==> src/hdl/c_escape_sequence_decoder_core_macros.svh <==
// Assertion macros shared by the escape decoder modules.
`ifndef C_ESCAPE_SEQUENCE_DECODER_CORE_MACROS_SVH
`define C_ESCAPE_SEQUENCE_DECODER_CORE_MACROS_SVH

// Same-cycle implication, disabled while reset is asserted.
`define CESD_ASSERT_NOW(label, clk, rst_n, ante, cons) \
    label: assert property (@(posedge clk) disable iff (!rst_n) (ante) |-> (cons)) \
        else $error("cesd assertion failed");

// Next-cycle implication, disabled while reset is asserted.
`define CESD_ASSERT_NEXT(label, clk, rst_n, ante, cons) \
    label: assert property (@(posedge clk) disable iff (!rst_n) (ante) |=> (cons)) \
        else $error("cesd assertion failed");

`endif

==> src/hdl/cesd_pkg.sv <==
// Types, character constants and helpers of the escape sequence decoder.
package cesd_pkg;

    localparam logic [7:0] C_BSL   = 8'h5C;
    localparam logic [7:0] C_LX    = 8'h78;
    localparam logic [7:0] C_UX    = 8'h58;
    localparam logic [7:0] C_ZERO  = 8'h30;
    localparam logic [7:0] C_EIGHT = 8'h38;

    localparam int unsigned REC_BYTES = 5;
    localparam int unsigned HELD_DEPTH = 4;

    typedef enum logic [4:0] {
        PH_PLAIN = 5'b00001,
        PH_BSL   = 5'b00010,
        PH_HEXX  = 5'b00100,
        PH_OCT   = 5'b01000,
        PH_HEX   = 5'b10000
    } t_phase;

    // One record holds every byte that a single input byte releases.
    typedef struct packed {
        logic [REC_BYTES-1:0][7:0] bytes;
        logic [2:0]                cnt;
        logic                      last;
    } t_rec;

    function automatic logic is_oct(input logic [7:0] c);
        return (c >= C_ZERO) && (c < C_EIGHT);
    endfunction

    function automatic logic is_hex(input logic [7:0] c);
        return ((c >= 8'h30) && (c <= 8'h39)) || ((c >= 8'h61) && (c <= 8'h66)) ||
               ((c >= 8'h41) && (c <= 8'h46));
    endfunction

    function automatic logic [3:0] hex_val(input logic [7:0] c);
        logic [7:0] d;
        d = 8'h00;
        if ((c >= 8'h30) && (c <= 8'h39)) begin
            d = c - 8'h30;
        end else if ((c >= 8'h61) && (c <= 8'h66)) begin
            d = c - 8'h57;
        end else begin
            d = c - 8'h37;
        end
        return d[3:0];
    endfunction

    // A value decodes when it is above ASCII or a printable character.
    function automatic logic decodes(input logic [8:0] v);
        return (v[8:7] != 2'b00) || ((v >= 9'h020) && (v <= 9'h07E));
    endfunction

endpackage

==> src/hdl/cesd_if.sv <==
// Valid/ready channel interfaces for the input and output byte streams.
interface cesd_in_if;
    logic       valid;
    logic       ready;
    logic [7:0] in_byte;
    logic       in_last;

    modport source (output valid, output in_byte, output in_last, input ready);
    modport sink   (input valid, input in_byte, input in_last, output ready);
endinterface

interface cesd_out_if;
    logic       valid;
    logic       ready;
    logic [7:0] out_byte;
    logic       out_last;

    modport source (output valid, output out_byte, output out_last, input ready);
    modport sink   (input valid, input out_byte, input out_last, output ready);
endinterface

==> src/hdl/cesd_front.sv <==
// Front end: scans input bytes and turns each into a record of output bytes.
module cesd_front (
    input  logic          i_clk,
    input  logic          i_rst_n,
    cesd_in_if.sink       i_in,
    input  logic          i_full,
    output logic          o_push,
    output cesd_pkg::t_rec o_rec
);
    import cesd_pkg::*;

    t_phase                     r_phase, n_phase;
    logic [HELD_DEPTH-1:0][7:0] r_held, n_held;
    logic [2:0]                 r_hc, n_hc;
    logic [1:0]                 r_dc, n_dc;
    logic [8:0]                 r_val, n_val;

    logic       w_fire;
    logic [7:0] w_c;
    logic       w_last;
    t_rec       w_rec;

    assign i_in.ready = !i_full;
    assign w_fire     = i_in.valid && !i_full;
    assign w_c        = i_in.in_byte;
    assign w_last     = i_in.in_last;

    always_comb begin
        logic [HELD_DEPTH-1:0][7:0] hold_b, s_held;
        logic [2:0]                 hold_hc, s_hc;
        logic [8:0]                 s_val;
        logic                       do_pair, do_flush, do_settle, do_fresh;
        logic [2:0]                 e_n;

        hold_b = r_held;
        hold_hc = r_hc;
        if (r_hc < 3'(HELD_DEPTH)) begin
            hold_b[r_hc[1:0]] = w_c;
            hold_hc = r_hc + 3'd1;
        end

        n_phase = r_phase;
        n_held  = r_held;
        n_hc    = r_hc;
        n_dc    = r_dc;
        n_val   = r_val;
        s_held  = r_held;
        s_hc    = r_hc;
        s_val   = r_val;
        do_pair = 1'b0;
        do_flush = 1'b0;
        do_settle = 1'b0;
        do_fresh = 1'b0;

        unique case (r_phase)
            PH_BSL: begin
                if (is_oct(w_c)) begin
                    n_held  = hold_b;
                    n_hc    = hold_hc;
                    n_val   = {6'b0, 3'(w_c - C_ZERO)};
                    n_dc    = 2'd1;
                    n_phase = PH_OCT;
                    do_settle = w_last;
                end else if (((w_c == C_LX) || (w_c == C_UX)) && !w_last) begin
                    n_held  = hold_b;
                    n_hc    = hold_hc;
                    n_phase = PH_HEXX;
                end else begin
                    do_pair = 1'b1;
                end
            end
            PH_HEXX: begin
                if (is_hex(w_c)) begin
                    n_held  = hold_b;
                    n_hc    = hold_hc;
                    n_val   = {5'b0, hex_val(w_c)};
                    n_dc    = 2'd1;
                    n_phase = PH_HEX;
                    do_settle = w_last;
                end else begin
                    do_flush = 1'b1;
                    do_fresh = 1'b1;
                end
            end
            PH_OCT: begin
                if (is_oct(w_c)) begin
                    n_held  = hold_b;
                    n_hc    = hold_hc;
                    n_val   = {r_val[5:0], 3'b000} + {6'b0, 3'(w_c - C_ZERO)};
                    n_dc    = r_dc + 2'd1;
                    do_settle = (n_dc == 2'd3) || w_last;
                end else begin
                    do_settle = 1'b1;
                    do_fresh  = 1'b1;
                end
            end
            PH_HEX: begin
                if (is_hex(w_c)) begin
                    n_held  = hold_b;
                    n_hc    = hold_hc;
                    n_val   = {r_val[4:0], 4'b0000} + {5'b0, hex_val(w_c)};
                    n_dc    = r_dc + 2'd1;
                    do_settle = (n_dc == 2'd2) || w_last;
                end else begin
                    do_settle = 1'b1;
                    do_fresh  = 1'b1;
                end
            end
            default: begin
                n_hc    = 3'd0;
                n_dc    = 2'd0;
                n_val   = 9'd0;
                n_phase = PH_PLAIN;
                do_fresh = 1'b1;
            end
        endcase

        // A settle on a digit just taken sees the escape including that digit.
        if (do_settle && (n_hc != r_hc)) begin
            s_held = n_held;
            s_hc   = n_hc;
            s_val  = n_val;
        end

        w_rec = '0;
        e_n = 3'd0;
        if (do_pair) begin
            w_rec.bytes[e_n] = C_BSL;
            e_n = e_n + 3'd1;
            w_rec.bytes[e_n] = w_c;
            e_n = e_n + 3'd1;
        end
        if (do_settle && decodes(s_val)) begin
            w_rec.bytes[e_n] = s_val[7:0];
            e_n = e_n + 3'd1;
        end else if (do_flush || do_settle) begin
            for (int k = 0; k < HELD_DEPTH; k++) begin
                if (3'(k) < s_hc) begin
                    w_rec.bytes[e_n] = s_held[2'(k)];
                    e_n = e_n + 3'd1;
                end
            end
        end

        if (do_pair || do_flush || do_settle) begin
            n_hc    = 3'd0;
            n_dc    = 2'd0;
            n_val   = 9'd0;
            n_phase = PH_PLAIN;
        end
        if (do_fresh) begin
            if ((w_c == C_BSL) && !w_last) begin
                n_held[0] = C_BSL;
                n_hc      = 3'd1;
                n_phase   = PH_BSL;
            end else begin
                w_rec.bytes[e_n] = w_c;
                e_n = e_n + 3'd1;
            end
        end
        if (w_last) begin
            n_hc    = 3'd0;
            n_dc    = 2'd0;
            n_val   = 9'd0;
            n_phase = PH_PLAIN;
        end
        w_rec.cnt  = e_n;
        w_rec.last = w_last;
    end

    assign o_push = w_fire && (w_rec.cnt != 3'd0);
    assign o_rec  = w_rec;

    always_ff @(posedge i_clk) begin
        if (!i_rst_n) begin
            r_phase <= PH_PLAIN;
            r_hc    <= 3'd0;
            r_dc    <= 2'd0;
            r_val   <= 9'd0;
        end else if (w_fire) begin
            r_phase <= n_phase;
            r_hc    <= n_hc;
            r_dc    <= n_dc;
            r_val   <= n_val;
        end
    end

    always_ff @(posedge i_clk) begin
        if (w_fire) begin
            r_held <= n_held;
        end
    end

endmodule

==> src/hdl/cesd_queue.sv <==
// Short record queue between the scanning front end and the byte sender.
`include "c_escape_sequence_decoder_core_macros.svh"

module cesd_queue #(
    parameter int unsigned DEPTH = 2
) (
    input  logic           i_clk,
    input  logic           i_rst_n,
    input  logic           i_push,
    input  cesd_pkg::t_rec i_rec,
    output logic           o_full,
    output logic           o_valid,
    output cesd_pkg::t_rec o_head,
    input  logic           i_pop
);
    import cesd_pkg::*;

    localparam int unsigned PW = (DEPTH > 1) ? $clog2(DEPTH) : 1;
    localparam int unsigned CW = $clog2(DEPTH + 1);

    t_rec          r_mem [DEPTH];
    logic [PW-1:0] r_wp, r_rp;
    logic [CW-1:0] r_cnt;

    assign o_full  = (r_cnt == CW'(DEPTH));
    assign o_valid = (r_cnt != '0);
    assign o_head  = r_mem[r_rp];

    always_ff @(posedge i_clk) begin
        if (!i_rst_n) begin
            r_wp  <= '0;
            r_rp  <= '0;
            r_cnt <= '0;
        end else begin
            if (i_push) begin
                r_wp <= (r_wp == PW'(DEPTH - 1)) ? '0 : r_wp + PW'(1);
            end
            if (i_pop) begin
                r_rp <= (r_rp == PW'(DEPTH - 1)) ? '0 : r_rp + PW'(1);
            end
            if (i_push && !i_pop) begin
                r_cnt <= r_cnt + CW'(1);
            end else if (i_pop && !i_push) begin
                r_cnt <= r_cnt - CW'(1);
            end
        end
    end

    always_ff @(posedge i_clk) begin
        if (i_push) begin
            r_mem[r_wp] <= i_rec;
        end
    end

    `CESD_ASSERT_NOW(a_no_push_full, i_clk, i_rst_n, i_push, !o_full)
    `CESD_ASSERT_NOW(a_no_pop_empty, i_clk, i_rst_n, i_pop, o_valid)
    `CESD_ASSERT_NEXT(a_cnt_grows, i_clk, i_rst_n, i_push && !i_pop, r_cnt == $past(r_cnt) + CW'(1))

endmodule

==> src/hdl/cesd_back.sv <==
// Back end: sends record bytes one per cycle unless stalled.
`include "c_escape_sequence_decoder_core_macros.svh"

module cesd_back (
    input  logic           i_clk,
    input  logic           i_rst_n,
    input  logic           i_valid,
    input  cesd_pkg::t_rec i_head,
    output logic           o_pop,
    cesd_out_if.source     o_out
);
    import cesd_pkg::*;

    logic [2:0] r_idx;
    logic       r_ov;
    logic [7:0] r_ob;
    logic       r_ol;

    logic w_load;
    logic w_final;

    assign w_load  = i_valid && (!r_ov || o_out.ready);
    assign w_final = (r_idx == (i_head.cnt - 3'd1));
    assign o_pop   = w_load && w_final;

    assign o_out.valid    = r_ov;
    assign o_out.out_byte = r_ob;
    assign o_out.out_last = r_ol;

    always_ff @(posedge i_clk) begin
        if (!i_rst_n) begin
            r_idx <= 3'd0;
            r_ov  <= 1'b0;
        end else begin
            if (w_load) begin
                r_ov  <= 1'b1;
                r_idx <= w_final ? 3'd0 : r_idx + 3'd1;
            end else if (o_out.ready) begin
                r_ov <= 1'b0;
            end
        end
    end

    always_ff @(posedge i_clk) begin
        if (w_load) begin
            r_ob <= i_head.bytes[r_idx];
            r_ol <= i_head.last && w_final;
        end
    end

    `CESD_ASSERT_NOW(a_idx_in_rec, i_clk, i_rst_n, i_valid, r_idx < i_head.cnt)
    `CESD_ASSERT_NEXT(a_last_sent, i_clk, i_rst_n, o_pop && i_head.last, r_ov && r_ol)
    `CESD_ASSERT_NOW(a_idx_idle, i_clk, i_rst_n, !i_valid, r_idx == 3'd0)

endmodule

==> src/hdl/c_escape_sequence_decoder_core.sv <==
// Top level of the C string escape sequence decoder.
//
//   channel  dir  payload              handshake
//   i_in     in   in_byte, in_last     valid/ready, taken when both high
//   o_out    out  out_byte, out_last   valid/ready, taken when both high
//
// The front end takes one input byte per cycle whenever the record queue has room.
// Each input byte releases zero to four output bytes, sent one per cycle from
// the back end while o_out is ready; the single output register sets that rate.
// A byte that releases nothing (a held escape byte) pushes no record to the queue.
// Reset is synchronous, active low, and returns the scanner to plain text.
// Output stalls fill the queue, after which input ready drops.
module c_escape_sequence_decoder_core #(
    parameter int unsigned QUEUE_DEPTH = 2
) (
    input  logic       i_clk,
    input  logic       i_rst_n,
    cesd_in_if.sink    i_in,
    cesd_out_if.source o_out
);
    import cesd_pkg::*;

    logic w_push, w_full, w_valid, w_pop;
    t_rec w_rec, w_head;

    cesd_front u_front (
        .i_clk   (i_clk),
        .i_rst_n (i_rst_n),
        .i_in    (i_in),
        .i_full  (w_full),
        .o_push  (w_push),
        .o_rec   (w_rec)
    );

    cesd_queue #(
        .DEPTH (QUEUE_DEPTH)
    ) u_queue (
        .i_clk   (i_clk),
        .i_rst_n (i_rst_n),
        .i_push  (w_push),
        .i_rec   (w_rec),
        .o_full  (w_full),
        .o_valid (w_valid),
        .o_head  (w_head),
        .i_pop   (w_pop)
    );

    cesd_back u_back (
        .i_clk   (i_clk),
        .i_rst_n (i_rst_n),
        .i_valid (w_valid),
        .i_head  (w_head),
        .o_pop   (w_pop),
        .o_out   (o_out)
    );

endmodule

==> src/flat_wrapper.sv <==
// flat-port wrapper written by rule: the top's interface ports become plain ports
module c_escape_sequence_decoder_core_flat import cesd_pkg::*;
#(
    parameter int unsigned QUEUE_DEPTH = 2
)
  (i_clk, i_rst_n, i_in_valid, i_in_in_byte, i_in_in_last, i_in_ready, o_out_valid, o_out_out_byte, o_out_out_last, o_out_ready);
  cesd_in_if i_in_i ();
  cesd_out_if o_out_i ();
  input  logic i_clk;
  input  logic i_rst_n;
  input wire logic [$bits(i_in_i.valid)-1:0] i_in_valid;
  input wire logic [$bits(i_in_i.in_byte)-1:0] i_in_in_byte;
  input wire logic [$bits(i_in_i.in_last)-1:0] i_in_in_last;
  output wire logic [$bits(i_in_i.ready)-1:0] i_in_ready;
  output wire logic [$bits(o_out_i.valid)-1:0] o_out_valid;
  output wire logic [$bits(o_out_i.out_byte)-1:0] o_out_out_byte;
  output wire logic [$bits(o_out_i.out_last)-1:0] o_out_out_last;
  input wire logic [$bits(o_out_i.ready)-1:0] o_out_ready;
  assign i_in_i.valid = i_in_valid;
  assign i_in_i.in_byte = i_in_in_byte;
  assign i_in_i.in_last = i_in_in_last;
  assign i_in_ready = i_in_i.ready;
  assign o_out_valid = o_out_i.valid;
  assign o_out_out_byte = o_out_i.out_byte;
  assign o_out_out_last = o_out_i.out_last;
  assign o_out_i.ready = o_out_ready;
  c_escape_sequence_decoder_core #(.QUEUE_DEPTH(QUEUE_DEPTH)) u_core (.i_clk(i_clk), .i_rst_n(i_rst_n), .i_in(i_in_i), .o_out(o_out_i));
endmodule
==> config.mk <==
export PLATFORM = sky130hd
export DESIGN_NAME = c_escape_sequence_decoder_core_flat
export DESIGN_NICKNAME = d
export VERILOG_FILES = /design/src/hdl/cesd_pkg.sv /design/src/hdl/cesd_if.sv /design/src/hdl/cesd_front.sv /design/src/hdl/cesd_queue.sv /design/src/hdl/cesd_back.sv /design/src/hdl/c_escape_sequence_decoder_core.sv /design/src/flat_wrapper.sv
export VERILOG_INCLUDE_DIRS = /design/src /design/src/hdl
export SDC_FILE = /design/constraint.sdc
export NUM_CORES = 1
export LEC_CHECK = 0
export ABC_AREA = 1
export BUFFER_PORTS_ARGS = -buffer_cell sky130_fd_sc_hd__buf_4
export CELL_PAD_IN_SITES_DETAIL_PLACEMENT = 2
export CELL_PAD_IN_SITES_GLOBAL_PLACEMENT = 2
export CORE_MARGIN = 4
export CORE_UTILIZATION = 43
export DETAILED_ROUTE_END_ITERATION = 10
export PLACE_DENSITY_LB_ADDON = 0.1
export SLEW_MARGIN = 10
export SYNTH_ARGS = -nofsm -noshare
export SYNTH_HDL_FRONTEND = slang
export SYNTH_HIERARCHICAL = 1
export SYNTH_SLANG_ARGS = --single-unit
export TNS_END_PERCENT = 10
==> constraint.sdc <==
create_clock -name i_clk -period 20 [get_ports i_clk]
set_input_delay 2 -clock i_clk [delete_from_list [all_inputs] [get_ports i_clk]]
set_output_delay 2 -clock i_clk [all_outputs]
set_load 0.03 [all_outputs]
==> impl_metrics.py, run 1 <==
metrics = {
    "routing": {
        "drc": 0,
        "via_per_inst": 5.86,
        "num_vias": 7987,
        "drtIter0Drc": 532,
        "wl_um": 34900,
        "ant_nets": 0,
        "first_pass_iters": 5,
        "wl_per_cell_um": 25.6,
    },
    "logic_synthesis": {
        "yosys.cell_count.top_type": "nand2_1",
        "synth_nets": 1092,
        "syn_area_um2": 9220,
        "synth_cell_types": 54,
        "ys.warnings.count": 6,
        "synth-async-reset-ratio": 0,
        "synth.area.top_cells": "edfxtp_1, nand2_1, mux2_4",
        "syn_avg_cell_area_um2": 8.69,
        "synth_top_area_cell": "edfxtp_1",
        "synth_top_area_frac": 0.368,
        "syn_inst": 1061,
        "synthFlopType": "edfxtp_1",
        "ys_seq_elements": 141,
        "synth_edf_count": 113,
        "synth_commonest_cells": "nand2_1, edfxtp_1, inv_1",
        "yosysSeqAreaShare": 0.429,
    },
    "global_routing": {
        "antenna_found_initial": 0,
        "grt_pass1_wl_um": 53000,
        "grt_max_degree": 45,
        "overflow": 0,
        "grt_usage": 0.292,
        "first_global_vias": 8690,
    },
    "worst_setup_path": {
        "start_kind": "input pin",
        "critPathCaptureType": "register",
        "critPathArrivalTime_ps": 8880,
        "reg2reg_setup_slack_ps": 12830,
        "worst-path-max-fanout": 44,
        "slowest_stage": "buf_4",
        "crit_type": "in2reg",
        "crit_required_ps": 20080,
        "r2r_cells": 36,
        "slowest_delay_ps": 540,
        "cpMostUsedCell": "nand2_1",
    },
    "floorplanning": {
        "io_pins": 24,
        "die_area_um2": 23800,
        "fp.coreArea_um2": 21100,
        "rows": 53,
        "start_util": 0.437,
        "dieWidth_um": 154,
        "die_h_um": 154,
    },
    "layout": {
        "final.fill_count": 2315,
        "diodes": 0,
        "area_growth_pct": 9.55,
        "fin_nets": 1107,
        "drive_gt1_frac": 0.195,
    },
    "clocking": {
        "cts.sinks": 141,
        "post-cts-setup-buffers": 0,
        "holdBufCountCts": 0,
        "clk_pin_slew_worst_paths_ps": 70,
        "cts.repair.resized": 0,
        "cts_max_path_buffers": 2,
        "cts_tree": "yes",
        "insertion_delay_ps": 450,
        "cts_inserted_buffers": 17,
        "htreeDepth": 4,
        "ctsRootBufferMaster": "clkbuf_16",
    },
    "timing": {
        "slew_violations": 0,
        "min_period_over_period": 0.440,
        "grt_setup_unrepaired": "no",
        "finalHoldViolations": 0,
        "worst_pin_slew_ps": 940,
        "final.setup.worst_slack_ps": 11190,
        "setup_viol": 0,
        "max_freq_mhz": 114,
        "period_minus_slack_ps": 8810,
        "maxSlewHeadroom": 0.368,
        "clock_skew_ps": 12.7,
        "fin_tns_setup_ps": 0,
    },
    "min_path": {
        "hp-class": "reg2reg",
        "whs_path_depth": 2,
    },
    "pwr": {
        "power_density_nw_per_um2": 103,
        "ir_drop_mv": 0.0510,
        "p_leak_nw": 4.14,
    },
    "place": {
        "gp_congestion": 0.925,
        "io_buffers": 23,
        "pre_cts_slack_ps": 10990,
        "hpwl_um": 23800,
    },
    "flow_run": {
        "cap_viol_max_count": 0,
    },
    "run_status": {
        "run_status": "finished, final reports clean",
    },
}
[routing by layer]
layer	wire, um	track usage	vias to the layer above
met5	0	0	-
met4	969	0.0946	0
met3	1170	0.0543	66
met2	18400	0.538	188
met1	14300	0.341	4080
li1	-	-	3653
[layout by cell type (no fill, tap or decap), types with 11 or more instances in the layout]
master and instances:
buf_4 30, inv_1 93, ha_1 18, a21oi_1 40
edfxtp_1 113, dfxtp_1 27, clkbuf_16 17, nand3_2 14
nand2_1 257, nand2_2 14, o211ai_1 11, mux2_4 40
o21ai_1 32, nand3_1 92, nor2_1 69, o21ai_0 58
inv_2 20, nand4_1 14
[state kept, by name, summed over array words and instances, names as in the netlist, named ones only]
| signal | flops |
|---|---|
| u_core/u_back/o_out.valid | 1 |
| u_core/u_back/o_out.out_last | 1 |
| u_core/u_queue/r_cnt | 2 |
| u_core/u_queue/r_wp | 1 |
| u_core/u_front/r_held | 16 |
| u_core/u_front/r_hc | 3 |
| u_core/u_back/r_idx | 3 |
| u_core/u_front/r_val | 9 |
| u_core/u_queue/r_rp | 1 |
| u_core/u_front/r_dc | 2 |
| u_core/u_queue/r_mem | 88 |
| u_core/u_back/o_out.out_byte | 8 |
| u_core/u_front/r_phase | 5 |
[final timing paths]
kind                                start                          end
hold / removal    u_core/u_front/r_val[6]      u_core/u_front/r_val[6]
hold reg to reg   u_core/u_front/r_val[6]      u_core/u_front/r_val[6]
setup / recovery          i_in_in_byte[0]  u_core/u_queue/r_mem[0][29]
setup reg to reg   u_core/u_front/r_hc[0]  u_core/u_queue/r_mem[0][29]
[kinds of logic after synthesis]
kind of cell / synth area share
DFF: 0.429
buffers and inverters: 0.0814
xor gates and xnor gates: 0.00190
and+or+nand+nor: 0.280
adders and majority gates: 0.0244
muxes: 0.0722
AOI/OAI and AO/OA: 0.111
[worst max-delay path, delay by kind of cell]
family | cells | cell delay (ps)
simple gates | 27 | 3880
buf+inv | 8 | 1570
fa+ha+maj | 5 | 1360
[power breakdown]
group          leakage, nW  internal (mW)  switching, mW
Combinational         2.54          0.107          0.193
Sequential            1.31          0.380         0.0313
Clock                0.286          0.178          0.155
[per-stage QoR]
stage | total power [mW] | hold slack [ps] | utilization | cell area (um2) | instances
3_3_place_gp | 0.682 | 454 | 0.451 | 9510 | 1332
3_5_place_dp | 0.704 | 464 | 0.451 | 9510 | 1332
2_1_floorplan | 0.623 | 445 | - | 9220 | 1061
4_1_cts | 1.05 | 474 | 0.479 | 10100 | 1364
6_report | 1.04 | 473 | 0.479 | 10100 | 1364
5_1_grt | 1.09 | 482 | 0.479 | 10100 | 1364
[layout make-up]
cell class	count	area, um2	area share
sequential	141	3960	0.392
tap	275	344	0.0341
timing repair buffer	30	225	0.0223
clock inverter	15	168	0.0166
multi-input combinational	766	4520	0.448
inverter	120	460	0.0456
clock buffer	17	425	0.0421
No activity file was read; power rests on OpenSTA's default activity.
==> run 2: changes to the inputs <==
Settings changed: ABC_AREA 1 to 0, CORE_UTILIZATION 43 to 39.
Clock period 20 ns to 8.1 ns, I/O delays scaled along.
==> impl_metrics.py, run 2 <==
metrics = {
    "logic_synthesis": {
        "syn_avg_cell_area_um2": 11.1,
        "ys_seq_elements": 141,
        "synth-async-reset-ratio": 0,
        "synth_cell_types": 86,
        "synth_top_area_frac": 0.399,
        "synth_top_area_cell": "edfxtp_1",
        "synth_edf_count": 113,
        "syn_area_um2": 8510,
        "syn_inst": 765,
        "yosysSeqAreaShare": 0.465,
        "synthFlopType": "edfxtp_1",
        "synth_commonest_cells": "edfxtp_1, mux2_2, nand2_1",
        "synth_nets": 796,
        "yosys.cell_count.top_type": "edfxtp_1",
        "ys.warnings.count": 6,
        "synth.area.top_cells": "edfxtp_1, mux2_2, dfxtp_1",
    },
    "place": {
        "hpwl_um": 21400,
        "pre_cts_slack_ps": 313,
        "io_buffers": 23,
        "placed_area_um2": 8960,
        "gp_congestion": 0.944,
    },
    "pwr": {
        "ir_drop_mv": 0.130,
        "clockPowerShare": 0.324,
        "power.switching_uw": 784,
        "comb_power_share": 0.255,
        "seq_power_share": 0.421,
        "p_leak_nw": 3.43,
        "switching_share": 0.330,
        "power_density_nw_per_um2": 249,
        "p_int_mw": 1.59,
        "total_power_mw": 2.37,
    },
    "timing": {
        "clock_skew_ps": 15.1,
        "finalHoldViolations": 0,
        "maxSlewHeadroom": 0.252,
        "final.setup.worst_slack_ps": 651,
        "max_freq_mhz": 134,
        "min_period_over_period": 0.920,
        "worst_pin_slew_ps": 1120,
        "fin_tns_setup_ps": 0,
        "period_minus_slack_ps": 7450,
        "setup_viol": 0,
        "grt_setup_unrepaired": "no",
        "slew_violations": 0,
    },
    "routing": {
        "wl_um": 29100,
        "ant_nets": 0,
        "first_pass_iters": 5,
        "drc": 0,
        "wl_per_cell_um": 27.1,
        "num_vias": 6620,
        "via_per_inst": 6.17,
        "drtIter0Drc": 431,
    },
    "layout": {
        "reg_top3": "u_core/u_queue/r_mem: 88 flops, u_core/u_front/r_held: 16 flops, u_core/u_front/r_val: 9 flops",
        "multi_input_comb_area_um2": 4230,
        "largest-register": "u_core/u_queue/r_mem",
        "fin_nets": 816,
        "diodes": 0,
        "utilization": 0.449,
        "most-common-layout-cells": "edfxtp_1, mux2_2, nand2_1, nor2_1",
        "drive_gt1_frac": 0.207,
        "final.fill_count": 2199,
        "area_growth_pct": 12.0,
        "largest_reg_flops": 88,
        "design_area_um2": 9530,
        "ff_latch_area_um2": 3960,
        "layout_commonest_cell": "edfxtp_1",
    },
    "run_status": {
        "run_status": "finished, final reports clean",
    },
    "floorplanning": {
        "start_util": 0.401,
        "dieWidth_um": 156,
        "die_h_um": 156,
        "die_area_um2": 24300,
        "fp.coreArea_um2": 21200,
        "io_pins": 24,
        "rows": 53,
    },
    "worst_setup_path": {
        "crit_required_ps": 8140,
        "worst-path-max-fanout": 44,
        "critPathCaptureType": "register",
        "crit_type": "in2reg",
        "critPathArrivalTime_ps": 7490,
        "r2r_cells": 23,
        "start_kind": "input pin",
    },
    "clocking": {
        "cts_tree": "yes",
        "cts.repair.resized": 0,
        "cts.sinks": 141,
        "clk_pin_slew_worst_paths_ps": 60,
        "htreeDepth": 4,
        "holdBufCountCts": 0,
        "cts_max_path_buffers": 2,
        "post-cts-setup-buffers": 0,
        "ctsRootBufferMaster": "clkbuf_16",
        "cts_inserted_buffers": 17,
        "insertion_delay_ps": 430,
    },
    "global_routing": {
        "grt_max_degree": 46,
        "first_global_vias": 7264,
        "antenna_found_initial": 0,
        "grt_pass1_wl_um": 45100,
        "overflow": 0,
        "grt_usage": 0.245,
    },
    "min_path": {
        "hp-class": "reg2reg",
        "whs_path_depth": 2,
    },
    "flow_run": {
        "cap_viol_max_count": 0,
    },
}
run 2: changes by cell type after synthesis, sizes merged, moves of 12 or more:
cell,change
and2,+21
nor2,-41
nand2,-220
mux2,+23
o21ai,-59
a21oi,-19
nand3,-92
nor2b,+12
mux2i,+30
inv,-77
run 2: logic make-up after synthesis:
kind of cell | Yosys count | synth area share
flip-flops | 141 | 0.465
AO/OA/AOI/OAI | 186 | 0.163
buffers and inverters | 75 | 0.0403
AND/OR/NAND/NOR | 224 | 0.139
adder cells (fa/ha/maj) | 18 | 0.0265
XOR/XNOR | 14 | 0.0153
multiplexers | 107 | 0.151
run 2: through the flow:
step	hold slack (ps)	cells
2_1_floorplan	461	765
3_3_place_gp	476	1041
3_5_place_dp	509	1041
4_1_cts	520	1073
5_1_grt	539	1073
6_report	519	1073
run 2: layer usage:
layer / wire, um / GRT usage / part of all wire
met5: 0 / 0 / 0
met4: 1030 / 0.0942 / 0.035
met3: 904 / 0.0386 / 0.031
met2: 14900 / 0.437 / 0.51
met1: 12300 / 0.298 / 0.42
run 2: area by class of cell:
type / instances / area share
Timing Repair Buffer: 38 / 0.0299
Multi-Input combinational cell: 549 / 0.444
Inverter: 38 / 0.0150
Clock buffer: 17 / 0.0446
Tap cell: 275 / 0.0361
Sequential cell: 141 / 0.415
Clock inverter: 15 / 0.0152
run 2: final timing paths:
kind / slack [ps] / end / start
setup / recovery: 650 / u_core/u_queue/r_mem[1][14] / i_in_in_byte[6]
hold / removal: 520 / u_core/u_queue/r_cnt[1] / u_core/u_queue/r_cnt[1]
setup reg to reg: 1040 / u_core/u_queue/r_mem[1][14] / u_core/u_front/r_phase[1]
hold reg to reg: 520 / u_core/u_queue/r_cnt[1] / u_core/u_queue/r_cnt[1]
run 2: power by group through the flow:
stage	logic, mW	registers [mW]	clock network [mW]
after floorplan	0.392	1.03	0
after global placement	0.566	0.999	0
after detailed placement	0.606	1.02	0
after CTS	0.611	1.00	0.782
after global routing	0.652	1.01	0.824
final	0.605	0.999	0.769
run 2: critical path, stage by stage:
cell and delay [ps]:
buf_4 150, nand4bb_1 550, a21oi_2 540, o31a_1 300, nand4_1 310, a21oi_2 270
mux2i_1 200, buf_4 160, nand2_1 90, ha_1 340, o21ai_0 210, ha_1 260
a211oi_1 300, o31a_1 220, inv_1 90, ha_1 270, nand2b_1 170, o211ai_1 200
nand2_1 110, ha_1 280, or3_1 100, o21ai_0 120, a41oi_1 390, and2_2 980
==> run 3: changes to the inputs <==
Clock period 8.1 ns to 6.8 ns, I/O delays scaled along.
==> impl_metrics.py, run 3 (synthesis results as in run 2) <==
metrics = {
    "layout": {
        "most-common-layout-cells": "edfxtp_1, buf_4, mux2_2, nand2_1, nor2_1",
        "drive_gt1_frac": 0.255,
        "fin_nets": 856,
        "design_area_um2": 9910,
        "reg_top3": "u_core/u_queue/r_mem: 88 flops, u_core/u_front/r_held: 16 flops, u_core/u_front/r_val: 9 flops",
        "ff_latch_area_um2": 3960,
        "stdcell_count": 1113,
        "final.fill_count": 2155,
        "multi_input_comb_area_um2": 4300,
        "diodes": 0,
        "largest-register": "u_core/u_queue/r_mem",
        "largest_reg_flops": 88,
        "area_growth_pct": 16.4,
        "layout_commonest_cell": "edfxtp_1",
    },
    "routing": {
        "wl_per_cell_um": 27.5,
        "met2_length_um": 15700,
        "drc": 0,
        "wl_met1_um": 13000,
        "first_pass_iters": 7,
        "wl_um": 30600,
        "num_vias": 6741,
        "via_per_inst": 6.06,
        "ant_nets": 0,
        "top_layer": "met4",
        "drtIter0Drc": 389,
        "wl_met3_um": 1010,
    },
    "clocking": {
        "cts_max_path_buffers": 2,
        "insertion_delay_ps": 430,
        "cts_tree": "yes",
        "htreeDepth": 4,
        "clk_pin_slew_worst_paths_ps": 70,
        "ctsRootBufferMaster": "clkbuf_16",
        "cts_inserted_buffers": 17,
        "cts.sinks": 141,
    },
    "global_routing": {
        "first_global_vias": 7369,
        "grt_max_degree": 45,
        "grt_pass1_wl_um": 46700,
        "overflow": 0,
        "antenna_found_initial": 0,
        "grt_usage": 0.254,
    },
    "pwr": {
        "power.switching_uw": 944,
        "clockPowerShare": 0.322,
        "ir_drop_mv": 0.145,
        "p_int_mw": 1.93,
        "seq_power_share": 0.429,
        "total_power_mw": 2.87,
        "power_density_nw_per_um2": 290,
        "comb_power_share": 0.249,
        "p_leak_nw": 3.65,
        "switching_share": 0.329,
    },
    "timing": {
        "min_period_over_period": 0.955,
        "fin_tns_setup_ps": 0,
        "worst_pin_slew_ps": 1110,
        "whs_ps": 534,
        "clock_skew_ps": 11.9,
        "slew_violations": 0,
        "max_freq_mhz": 154,
        "finalHoldViolations": 0,
        "setup_viol": 0,
        "period_minus_slack_ps": 6500,
        "maxSlewHeadroom": 0.263,
    },
    "worst_setup_path": {
        "cp_top_family": "compound AO/OA/AOI/OAI gates",
        "path_buf_inv": 4,
        "worst-path-max-fanout": 13,
        "slowest_stage": "or3_4",
        "crit_start": "u_core/u_front/r_phase[4]",
        "r2r_cells": 25,
        "critPathArrivalTime_ps": 6840,
        "slowest_delay_ps": 470,
        "crit_required_ps": 7150,
        "regToRegEndpoint": "u_core/u_queue/r_cnt[1]",
        "reg2reg_setup_slack_ps": 300,
        "critPathCaptureType": "register",
        "rr_startpoint": "u_core/u_front/r_phase[4]",
        "cpMostUsedCell": "ha_1",
        "start_kind": "register",
        "crit_type": "reg2reg",
    },
    "floorplanning": {
        "rows": 53,
        "io_pins": 24,
        "die_h_um": 156,
        "dieWidth_um": 156,
        "start_util": 0.401,
        "die_area_um2": 24300,
        "fp.coreArea_um2": 21200,
    },
    "min_path": {
        "hp-class": "reg2reg",
        "hp-start": "u_core/u_front/r_dc[0]",
        "min_to": "u_core/u_front/r_dc[0]",
        "whs_path_depth": 2,
    },
    "place": {
        "hpwl_um": 22100,
        "placedCellCount": 1076,
        "io_buffers": 23,
        "gp_congestion": 0.921,
        "placed_area_um2": 9250,
    },
    "run_status": {
        "run_status": "finished, final reports clean",
    },
    "flow_run": {
        "cap_viol_max_count": 0,
    },
}
[run 3: area by class of cell]
class | count | area share
well taps | 275 | 0.0347
repair buffers | 77 | 0.0596
clock buffers | 19 | 0.0458
inverters | 38 | 0.0144
multi-input cells | 550 | 0.434
flip-flops and latches | 141 | 0.399
clock inverters | 13 | 0.0116
[run 3: how the worst max path moves through the flow]
stage	endpoint	slack (ps)	depth (start not counted)
2_1_floorplan	u_core/u_queue/r_mem[0][0]	30	27
3_3_place_gp	u_core/u_queue/r_mem[0][42]	30	26
3_5_place_dp	u_core/u_queue/r_mem[0][40]	-420	26
4_1_cts	u_core/u_queue/r_cnt[1]	70	25
5_1_grt	u_core/u_queue/r_cnt[1]	-20	29
6_report	u_core/u_queue/r_cnt[1]	300	25
[run 3: power groups by stage]
| stage | Combinational (mW) | Clock [mW] | Sequential [mW] |
|---|---|---|---|
| after floorplan | 0.468 | 0 | 1.23 |
| after global placement | 0.651 | 0 | 1.23 |
| after detailed placement | 0.693 | 0 | 1.25 |
| after CTS | 0.713 | 0.939 | 1.24 |
| after global routing | 0.766 | 0.974 | 1.25 |
| final | 0.714 | 0.924 | 1.23 |
[run 3: routing by layer]
layer  vias to the layer above  track usage
li1                       3058            -
met1                      3488        0.318
met2                       150        0.453
met3                        45       0.0330
met4                         0       0.0880
met5                         -            0
[run 3: metrics by stage]
stage	setup slack, ps	util
finish	303	0.467
global placement	26.6	0.436
global route	-21.8	0.467
floorplan	26.2	-
detailed placement	-423	0.436
CTS	65.2	0.463
[run 3: tightest hold or removal path, stage by stage (launching register included)]
cell,delay [ps]
dfxtp_1,350
nand2_1,60
a21boi_0,70
[run 3: what timing repair did]
| item | 4_1_cts | 5_1_grt |
|---|---|---|
| pin swaps | 0 | 5 |
| endpoints found under the hold margin | 0 | 0 |
| cloned | 1 | 0 |
| setup endpoints to repair | 7 | 87 |
| hold buffers | 0 | 0 |
| setup buffers | 0 | 4 |
| gates resized for setup | 1 | 11 |
